===== src/rtl/hill_cipher_3x3_mod26_top_assert.svh =====
// ============================================================================
// hill_cipher_3x3_mod26_top_assert.svh
// Assertion macros for the Hill cipher block; empty under synthesis.
// ============================================================================
`ifndef HILL_CIPHER_3X3_MOD26_TOP_ASSERT_SVH
`define HILL_CIPHER_3X3_MOD26_TOP_ASSERT_SVH

`ifndef SYNTHESIS
// same-cycle implication
`define HCM_ASSERT_IMPL(label, clk, rst_n, ante, cons, msg) \
    label: assert property (@(posedge clk) disable iff (!rst_n) (ante) |-> (cons)) \
        else $error(msg);
// next-cycle implication
`define HCM_ASSERT_NEXT(label, clk, rst_n, ante, cons, msg) \
    label: assert property (@(posedge clk) disable iff (!rst_n) (ante) |=> (cons)) \
        else $error(msg);
`else
`define HCM_ASSERT_IMPL(label, clk, rst_n, ante, cons, msg)
`define HCM_ASSERT_NEXT(label, clk, rst_n, ante, cons, msg)
`endif

`endif


===== src/rtl/hcm_pkg.sv =====
// ============================================================================
// hcm_pkg
// Shared types and constants of the 3x3 mod-26 Hill cipher.
// ============================================================================
package hcm_pkg;

    localparam int BLOCK_LEN  = 3;
    localparam int BYTE_W     = 8;
    localparam int KEY_W      = BLOCK_LEN * BYTE_W;
    localparam int CNT_W      = 2;
    localparam int HELD_IDX_W = $clog2(BLOCK_LEN - 1);
    localparam int PROD_W     = 2 * BYTE_W;
    // max column sum is 3 * 255 * 255 = 195075
    localparam int SUM_W      = 18;
    localparam int LETTER_W   = 7;
    localparam int RES_W      = 5;
    localparam int CFG_IDX_W  = 2;

    // x / 26 ~= (x * 10082) >> 18, low by at most one for x < 2^18
    localparam int RECIP_W     = 14;
    localparam int RECIP_SHIFT = 18;
    localparam int RPROD_W     = SUM_W + RECIP_W;
    localparam int Q_W         = 13;
    localparam logic [RECIP_W-1:0] RECIP = 14'd10082;

    localparam logic [SUM_W-1:0]    ALPHABET    = 18'd26;
    localparam logic [LETTER_W-1:0] LETTER_BASE = 7'd65;
    localparam logic [LETTER_W-1:0] LETTER_LAST = 7'd90;

    localparam logic [BLOCK_LEN-1:0][KEY_W-1:0] KEY_RESET =
        {24'h6D6168, 24'h61686F, 24'h686F4D};

    typedef enum logic [CFG_IDX_W-1:0] {
        CFG_KEY_ROW_ZERO = 2'd0,
        CFG_KEY_ROW_ONE  = 2'd1,
        CFG_KEY_ROW_TWO  = 2'd2
    } t_cfg_idx;

    // block travelling down the cell row
    typedef struct packed {
        logic [BLOCK_LEN-1:0][BYTE_W-1:0] vec;      // remaining bytes, next at [0]
        logic [BLOCK_LEN-1:0][SUM_W-1:0]  sum;      // column sums so far
        logic [CNT_W-1:0]                 present;  // letters to emit
        logic                             last;     // message ends with this block
    } t_blk;

endpackage


===== src/rtl/hcm_in_if.sv =====
// ============================================================================
// hcm_in_if
// Message byte channel: valid/ready with byte and end mark.
// ============================================================================
interface hcm_in_if;
    import hcm_pkg::*;

    logic              valid;
    logic              ready;
    logic [BYTE_W-1:0] msg_byte;
    logic              msg_end;

    modport source (output valid, output msg_byte, output msg_end, input ready);
    modport sink   (input valid, input msg_byte, input msg_end, output ready);
endinterface


===== src/rtl/hcm_out_if.sv =====
// ============================================================================
// hcm_out_if
// Cipher letter channel: valid/ready with ASCII letter and last mark.
// ============================================================================
interface hcm_out_if;
    import hcm_pkg::*;

    logic                valid;
    logic                ready;
    logic [LETTER_W-1:0] cipher_letter;
    logic                letter_last;

    modport source (output valid, output cipher_letter, output letter_last, input ready);
    modport sink   (input valid, input cipher_letter, input letter_last, output ready);
endinterface


===== src/rtl/hcm_cell.sv =====
// ============================================================================
// hcm_cell
// One row of the key matrix: adds byte * key row to the column sums and
// hands the block, bytes shifted down, to the next cell.
// ============================================================================
module hcm_cell (
    input  logic                  i_clk,
    input  logic                  i_rst_n,
    input  logic                  i_valid,
    output logic                  o_ready,
    input  hcm_pkg::t_blk         i_blk,
    input  logic [hcm_pkg::KEY_W-1:0] i_key_row,
    output logic                  o_valid,
    input  logic                  i_ready,
    output hcm_pkg::t_blk         o_blk
);
    import hcm_pkg::*;

    logic                             r_valid;
    t_blk                             r_blk;
    t_blk                             n_blk;
    logic [BLOCK_LEN-1:0][PROD_W-1:0] prod;

    assign o_ready = !r_valid || i_ready;
    assign o_valid = r_valid;
    assign o_blk   = r_blk;

    always_comb begin
        n_blk     = i_blk;
        n_blk.vec = i_blk.vec >> BYTE_W;
        for (int j = 0; j < BLOCK_LEN; j++) begin
            prod[j]      = i_blk.vec[0] * i_key_row[j*BYTE_W +: BYTE_W];
            n_blk.sum[j] = i_blk.sum[j] + SUM_W'(prod[j]);
        end
    end

    always_ff @(posedge i_clk) begin
        if (!i_rst_n) begin
            r_valid <= 1'b0;
        end else if (o_ready) begin
            r_valid <= i_valid;
        end
    end

    always_ff @(posedge i_clk) begin
        if (o_ready && i_valid) begin
            r_blk <= n_blk;
        end
    end

endmodule


===== src/rtl/hcm_emit.sv =====
// ============================================================================
// hcm_emit
// Reduces the column sums mod 26 in two steps and sends the block's
// letters out one item per cycle while o_letter.ready is high.
// ============================================================================
module hcm_emit (
    input  logic          i_clk,
    input  logic          i_rst_n,
    input  logic          i_valid,
    output logic          o_ready,
    input  hcm_pkg::t_blk i_blk,
    hcm_out_if.source     o_letter
);
    import hcm_pkg::*;

    // quotient stage
    logic                               r_q_valid;
    logic [BLOCK_LEN-1:0][SUM_W-1:0]    r_x;
    logic [BLOCK_LEN-1:0][Q_W-1:0]      r_q;
    logic [CNT_W-1:0]                   r_present;
    logic                               r_last;
    logic [BLOCK_LEN-1:0][RPROD_W-1:0]  rprod;

    // letter shifter
    logic                               r_s_valid;
    logic [BLOCK_LEN-1:0][LETTER_W-1:0] r_let;
    logic [BLOCK_LEN-1:0][LETTER_W-1:0] n_let;
    logic [CNT_W-1:0]                   r_left;
    logic                               r_s_last;
    logic [BLOCK_LEN-1:0][SUM_W-1:0]    rem;
    logic                               s_free;

    assign s_free  = !r_s_valid || (o_letter.ready && (r_left == CNT_W'(1)));
    assign o_ready = !r_q_valid || s_free;

    assign o_letter.valid         = r_s_valid;
    assign o_letter.cipher_letter = r_let[0];
    assign o_letter.letter_last   = r_s_last && (r_left == CNT_W'(1));

    always_comb begin
        for (int j = 0; j < BLOCK_LEN; j++) begin
            rprod[j] = RPROD_W'(i_blk.sum[j]) * RPROD_W'(RECIP);
            // estimate is exact or one short, so one correction
            rem[j]   = r_x[j] - SUM_W'(SUM_W'(r_q[j]) * ALPHABET);
            if (rem[j] >= ALPHABET) begin
                rem[j] = rem[j] - ALPHABET;
            end
            n_let[j] = LETTER_BASE + LETTER_W'(rem[j][RES_W-1:0]);
        end
    end

    always_ff @(posedge i_clk) begin
        if (!i_rst_n) begin
            r_q_valid <= 1'b0;
            r_s_valid <= 1'b0;
            r_left    <= '0;
        end else begin
            if (o_ready) begin
                r_q_valid <= i_valid;
            end
            if (s_free) begin
                r_s_valid <= r_q_valid;
                r_left    <= r_present;
            end else if (o_letter.ready) begin
                r_left <= r_left - CNT_W'(1);
            end
        end
    end

    always_ff @(posedge i_clk) begin
        if (o_ready && i_valid) begin
            for (int j = 0; j < BLOCK_LEN; j++) begin
                r_x[j] <= i_blk.sum[j];
                r_q[j] <= rprod[j][RECIP_SHIFT +: Q_W];
            end
            r_present <= i_blk.present;
            r_last    <= i_blk.last;
        end
    end

    always_ff @(posedge i_clk) begin
        if (s_free && r_q_valid) begin
            r_let    <= n_let;
            r_s_last <= r_last;
        end else if (r_s_valid && o_letter.ready) begin
            r_let <= r_let >> LETTER_W;
        end
    end

endmodule


===== src/rtl/hill_cipher_3x3_mod26_top.sv =====
// ============================================================================
// hill_cipher_3x3_mod26_top
// 3x3 Hill cipher mod 26 on a byte stream: bytes gather into blocks of
// three, a row of cells multiplies each block by the key matrix, and the
// letters leave one item per cycle while o_letter.ready is high.
//
//   channel   dir  handshake      payload
//   i_msg     in   valid/ready    msg_byte[7:0], msg_end
//   o_letter  out  valid/ready    cipher_letter[6:0], letter_last
//   i_cfg_*   in   write enable   i_cfg_idx[1:0], i_cfg_data[23:0]
//
// One byte is taken per cycle while i_msg.ready is high; a block's letters
// come out on consecutive cycles while o_letter.ready is high, after the block
// passes the three key-row cells and then the two mod-26 stages.
// Each stage holds its block when the next one is full, so i_msg.ready drops
// only when the whole row is backed up by o_letter.
// Synchronous reset clears the held-byte count and the valids and reloads the key rows.
// ============================================================================
`include "hill_cipher_3x3_mod26_top_assert.svh"

module hill_cipher_3x3_mod26_top (
    input  logic                          i_clk,
    input  logic                          i_rst_n,
    hcm_in_if.sink                        i_msg,
    hcm_out_if.source                     o_letter,
    input  logic                          i_cfg_we,
    input  logic [hcm_pkg::CFG_IDX_W-1:0] i_cfg_idx,
    input  logic [hcm_pkg::KEY_W-1:0]     i_cfg_data
);
    import hcm_pkg::*;

    logic [BLOCK_LEN-1:0][KEY_W-1:0]    r_key;
    logic [BLOCK_LEN-2:0][BYTE_W-1:0]   r_held;
    logic [CNT_W-1:0]                   r_count;
    logic [BLOCK_LEN-1:0][BYTE_W-1:0]   held_ext;
    logic                               launch;
    logic                               in_acc;
    t_blk                               blk_in;

    logic [BLOCK_LEN:0]                 s_valid;
    logic [BLOCK_LEN:0]                 s_ready;
    t_blk                               s_blk [BLOCK_LEN+1];

    assign launch        = (r_count == CNT_W'(BLOCK_LEN - 1)) || i_msg.msg_end;
    assign i_msg.ready   = s_ready[0];
    assign in_acc        = i_msg.valid && i_msg.ready;
    assign s_valid[0]    = i_msg.valid && launch;
    assign s_blk[0]      = blk_in;

    // block vector: held bytes, then this byte, zeros past the end
    always_comb begin
        held_ext       = KEY_W'(r_held);
        blk_in.sum     = '0;
        blk_in.present = r_count + CNT_W'(1);
        blk_in.last    = i_msg.msg_end;
        for (int k = 0; k < BLOCK_LEN; k++) begin
            if (CNT_W'(k) < r_count) begin
                blk_in.vec[k] = held_ext[k];
            end else if (CNT_W'(k) == r_count) begin
                blk_in.vec[k] = i_msg.msg_byte;
            end else begin
                blk_in.vec[k] = '0;
            end
        end
    end

    for (genvar k = 0; k < BLOCK_LEN; k++) begin : g_cell
        hcm_cell u_cell (
            .i_clk     (i_clk),
            .i_rst_n   (i_rst_n),
            .i_valid   (s_valid[k]),
            .o_ready   (s_ready[k]),
            .i_blk     (s_blk[k]),
            .i_key_row (r_key[k]),
            .o_valid   (s_valid[k+1]),
            .i_ready   (s_ready[k+1]),
            .o_blk     (s_blk[k+1])
        );
    end

    hcm_emit u_emit (
        .i_clk    (i_clk),
        .i_rst_n  (i_rst_n),
        .i_valid  (s_valid[BLOCK_LEN]),
        .o_ready  (s_ready[BLOCK_LEN]),
        .i_blk    (s_blk[BLOCK_LEN]),
        .o_letter (o_letter)
    );

    always_ff @(posedge i_clk) begin
        if (!i_rst_n) begin
            r_key <= KEY_RESET;
        end else if (i_cfg_we) begin
            case (i_cfg_idx)
                CFG_KEY_ROW_ZERO: r_key[0] <= i_cfg_data;
                CFG_KEY_ROW_ONE:  r_key[1] <= i_cfg_data;
                CFG_KEY_ROW_TWO:  r_key[2] <= i_cfg_data;
                default: ;
            endcase
        end
    end

    always_ff @(posedge i_clk) begin
        if (!i_rst_n) begin
            r_count <= '0;
        end else if (in_acc) begin
            r_count <= launch ? '0 : r_count + CNT_W'(1);
        end
    end

    always_ff @(posedge i_clk) begin
        if (in_acc && !launch) begin
            r_held[r_count[HELD_IDX_W-1:0]] <= i_msg.msg_byte;
        end
    end

    `HCM_ASSERT_IMPL(a_count_range, i_clk, i_rst_n, 1'b1, r_count < CNT_W'(BLOCK_LEN), "held count reached a full block")
    `HCM_ASSERT_IMPL(a_letter_range, i_clk, i_rst_n, o_letter.valid, (o_letter.cipher_letter >= LETTER_BASE) && (o_letter.cipher_letter <= LETTER_LAST), "letter outside A to Z")
    `HCM_ASSERT_NEXT(a_launch_enters, i_clk, i_rst_n, in_acc && launch, s_valid[1], "completed block did not enter the first cell")

endmodule


===== src/flat_wrapper.sv =====
// flat-port wrapper written by rule: the top's interface ports become plain ports
module hill_cipher_3x3_mod26_top_flat import hcm_pkg::*;
  (i_clk, i_rst_n, i_cfg_we, i_cfg_idx, i_cfg_data, i_msg_valid, i_msg_msg_byte, i_msg_msg_end, i_msg_ready, o_letter_valid, o_letter_cipher_letter, o_letter_letter_last, o_letter_ready);
  hcm_in_if i_msg_i ();
  hcm_out_if o_letter_i ();
  input  logic i_clk;
  input  logic i_rst_n;
  input  logic i_cfg_we;
  input  logic [hcm_pkg::CFG_IDX_W-1:0] i_cfg_idx;
  input  logic [hcm_pkg::KEY_W-1:0] i_cfg_data;
  input wire logic [$bits(i_msg_i.valid)-1:0] i_msg_valid;
  input wire logic [$bits(i_msg_i.msg_byte)-1:0] i_msg_msg_byte;
  input wire logic [$bits(i_msg_i.msg_end)-1:0] i_msg_msg_end;
  output wire logic [$bits(i_msg_i.ready)-1:0] i_msg_ready;
  output wire logic [$bits(o_letter_i.valid)-1:0] o_letter_valid;
  output wire logic [$bits(o_letter_i.cipher_letter)-1:0] o_letter_cipher_letter;
  output wire logic [$bits(o_letter_i.letter_last)-1:0] o_letter_letter_last;
  input wire logic [$bits(o_letter_i.ready)-1:0] o_letter_ready;
  assign i_msg_i.valid = i_msg_valid;
  assign i_msg_i.msg_byte = i_msg_msg_byte;
  assign i_msg_i.msg_end = i_msg_msg_end;
  assign i_msg_ready = i_msg_i.ready;
  assign o_letter_valid = o_letter_i.valid;
  assign o_letter_cipher_letter = o_letter_i.cipher_letter;
  assign o_letter_letter_last = o_letter_i.letter_last;
  assign o_letter_i.ready = o_letter_ready;
  hill_cipher_3x3_mod26_top u_core (.i_clk(i_clk), .i_rst_n(i_rst_n), .i_msg(i_msg_i), .o_letter(o_letter_i), .i_cfg_we(i_cfg_we), .i_cfg_idx(i_cfg_idx), .i_cfg_data(i_cfg_data));
endmodule

===== config.mk =====
export PLATFORM = sky130hd
export DESIGN_NAME = hill_cipher_3x3_mod26_top_flat
export DESIGN_NICKNAME = d
export VERILOG_FILES = /design/src/rtl/hcm_pkg.sv /design/src/rtl/hcm_in_if.sv /design/src/rtl/hcm_out_if.sv /design/src/rtl/hcm_cell.sv /design/src/rtl/hcm_emit.sv /design/src/rtl/hill_cipher_3x3_mod26_top.sv /design/src/flat_wrapper.sv
export VERILOG_INCLUDE_DIRS = /design/src /design/src/rtl
export SDC_FILE = /design/constraint.sdc
export NUM_CORES = 2
export LEC_CHECK = 0
export BUFFER_PORTS_ARGS = -buffer_cell sky130_fd_sc_hd__buf_4
export CORE_ASPECT_RATIO = 0.7
export CORE_MARGIN = 5
export CORE_UTILIZATION = 45
export DETAILED_ROUTE_END_ITERATION = 6
export SYNTH_ARGS = -nofsm -noshare
export SYNTH_HDL_FRONTEND = slang
export SYNTH_SLANG_ARGS = --single-unit

===== constraint.sdc =====
create_clock -name i_clk -period 19.2 [get_ports i_clk]
set_clock_uncertainty 0.1 [all_clocks]
set_input_delay 1.92 -clock i_clk [delete_from_list [all_inputs] [get_ports i_clk]]
set_output_delay 1.92 -clock i_clk [all_outputs]
set_load 0.1 [all_outputs]

==> flow_summary.toml <==
[final_layout]
final_area_um2 = 54400
layout.nets = 6664
n_fill_cell = 10526
seqCellArea_um2 = 11200
syn_to_final_growth_pct = 7.25
drive_above_1_share = 0.0380
multiInputGateArea_um2 = 34900

[clocking]
clk_path_buf_depth = 3
cts_tree = "done"
numCtsBuffers = 47
cts_resized = 0
clock_latency_ps = 610
clk_pin_slew_worst_paths_ps = 60
ctsHoldBuffers = 0
cts_setup_buffers = 0
cts-root-buf = "clkbuf_16"
cts.htree.levels = 2
clock_sinks = 401

[synth]
synth_area_leaders = "fa_1, ha_1, edfxtp_1, inv_1, nand2_1"
synth_top_area_frac = 0.259
synth_edf_count = 320
synth_seq_cells = 401
ys_warn_count = 0
ys.flop_type = "edfxtp_1"
yosys.area.top_type = "fa_1"
synth.avg_cell_area_um2 = 9.77
ys_types = 80
netlist_area_um2 = 50700
syn_nets = 6661
synth_async_sr_flop_share = 0
ys_seq_area_frac = 0.221
postSynthCellCount = 5194

[global_routing]
grt_max_degree = 68
track_usage = 0.188
grt_pass1_wl_um = 183000
first_global_vias = 34455
grt_antenna_before_repair = 1
grt_overflow = 0

[floorplanning]
rows = 103
fp.coreArea_um2 = 112000
io_pins = 50
dieArea_um2 = 120000
die_x_um = 411
initial_utilization = 0.452
dieHeight_um = 291

[placement]
dpl.hpwl_um = 86900
place_ws_ps = 11950
placed_cell_area_um2 = 52800
gp_congestion = 0.849
portBuffers = 49

[sta]
worst_pin_slew_ps = 1160
fmax_mhz = 137
rsz0062_at_grt = "false"
timing.final.crit_share = 0.380
setup-tns-final_ps = 0
post-route-min-period_ps = 7300
slew_headroom = 0.227
drv_slew = 0
hold_viol_final = 0
setup_viol = 0
layout_setup_ws_ps = 11900

[worst_setup_path]
worstSetupStartpointType = "flop"
r2r_setup_slack_ps = 11900
critPathMaxStageDelay_ps = 630
required_ps = 19440
end_kind = "flop"
cp_slowest_cell = "or4b_2"
worstPathArrival_ps = 7550
cp_max_fo = 8
crit_type = "flop to flop"

[hold_path]
min-delay-path-class = "flop to flop"

[detailed_routing]
drc = 0
routed.top_layer = "met5"
dr.pass1.iters = 5
first_iter_violations = 1722
vias = 33629
via_per_inst = 4.98
post_drt_wl_per_cell_um = 16.0
antenna_left = 0
wl_um = 108000
wl_met1_um = 57200
dr_wl_met3_um = 4960
wl_met2_um = 44200

[run_status]
status = "complete, no violations"

[job]
maxCapViolCount = 0
-- synth_stat cells (45+ instances only) --
cell	n
a21oi_1	181
and2_1	309
clkbuf_1	108
dfxtp_1	81
edfxtp_1	320
fa_1	657
ha_1	770
inv_1	1118
nand2_1	532
nand3_1	81
nor2_1	165
nor2b_1	67
nor3_1	56
o21ai_0	135
xnor2_1	130
xor2_1	45
-- state kept, by name, indices dropped and copies added (netlist names) --
register	cells
u_core.g_cell.u_cell.o_blk	186
u_core.r_key	72
u_core.u_emit.r_x	54
u_core.u_emit.r_q	39
u_core.held_ext	16
u_core.u_emit.r_let	14
u_core.u_emit.o_letter.cipher_letter	7
u_core.g_cell.u_cell.o_valid	3
u_core.r_count	2
u_core.u_emit.r_left	2
u_core.u_emit.r_present	2
u_core.u_emit.o_letter.valid	1
u_core.u_emit.r_last	1
u_core.u_emit.r_q_valid	1
u_core.u_emit.r_s_last	1
-- worst max-delay path, delay by kind of cell (launching register included) --
family | cells | cell delay [ps]
fa+ha+maj | 5 | 1730
simple gates | 9 | 2070
compound gates | 12 | 2300
xor+xnor | 2 | 330
buf+inv | 2 | 90
flops | 1 | 430
-- cell usage in the layout, fill, tap and decap left out, types with 11 or more instances in the layout --
cell	Yosys	final
a21boi_0	31	30
nand3_1	81	81
xor2_1	45	45
nor4_1	16	15
ha_1	770	770
nand4_1	19	19
edfxtp_1	320	320
a211oi_1	19	19
nor3_1	56	56
o21a_1	20	20
fa_1	657	657
a31oi_1	14	14
a21oi_1	181	181
o21ai_0	135	135
o21bai_1	11	11
dfxtp_1	81	81
nor2b_1	67	65
o211ai_1	14	14
nand2_1	532	532
inv_1	1118	1118
nor2_1	165	164
xnor2_1	130	130
a21o_1	39	39
buf_4	7	76
and3_1	26	26
or3_1	16	16
clkbuf_16	0	49
nand2b_1	39	39
and2_1	309	309
-- cell families (layout without fill, tap and decap cells) --
kind of cell,Yosys count,after routing,share of synthesized area
buffers and inverters,1241,1283,0.0923
XOR/XNOR,177,177,0.0308
AND/OR/NAND/NOR,1370,1370,0.133
flip-flops,401,401,0.221
adder cells (fa/ha/maj),1427,1427,0.449
other,0,1,0
AO/OA/AOI/OAI,562,562,0.0701
multiplexers,16,16,0.00338
-- per-stage QoR --
stage                     instances  hold slack [ps]  utilization
after CTS                      6758              318        0.484
after global placement         6670              302        0.470
after detailed placement       6670              305        0.470
after global routing           6758              325        0.484
final                          6759              319        0.484
after floorplan                5194              300            -
-- final timing paths --
check	from	end	cells past startpoint
worst max-delay path	u_core.u_emit.r_q[15]	u_core.u_emit.r_let[11]	30
worst min-delay path	u_core.g_cell[0].u_cell.o_blk[68]	u_core.g_cell[1].u_cell.o_blk[60]	0
worst max register to register	u_core.u_emit.r_q[15]	u_core.u_emit.r_let[11]	30
worst min register to register	u_core.g_cell[0].u_cell.o_blk[68]	u_core.g_cell[1].u_cell.o_blk[60]	0
-- area by class of cell --
class | count | area share
multi-input cells | 3552 | 0.641
flip-flops and latches | 401 | 0.206
inverters | 1119 | 0.0772
well taps | 1522 | 0.0350
clock buffers | 57 | 0.0231
repair buffers | 76 | 0.0105
clock inverters | 31 | 0.00701
diodes | 1 | 0.0000460
-- metal layers --
metal  GRT usage  vias to the layer above
li1            -                    16637
met1       0.296                    16402
met2       0.276                      489
met3      0.0264                       99
met4      0.0358                        2
met5           0                        -
Power is left out: the tool's default activity adds up to more than one toggle a clock period on the data nets, which glitch-free logic cannot reach.
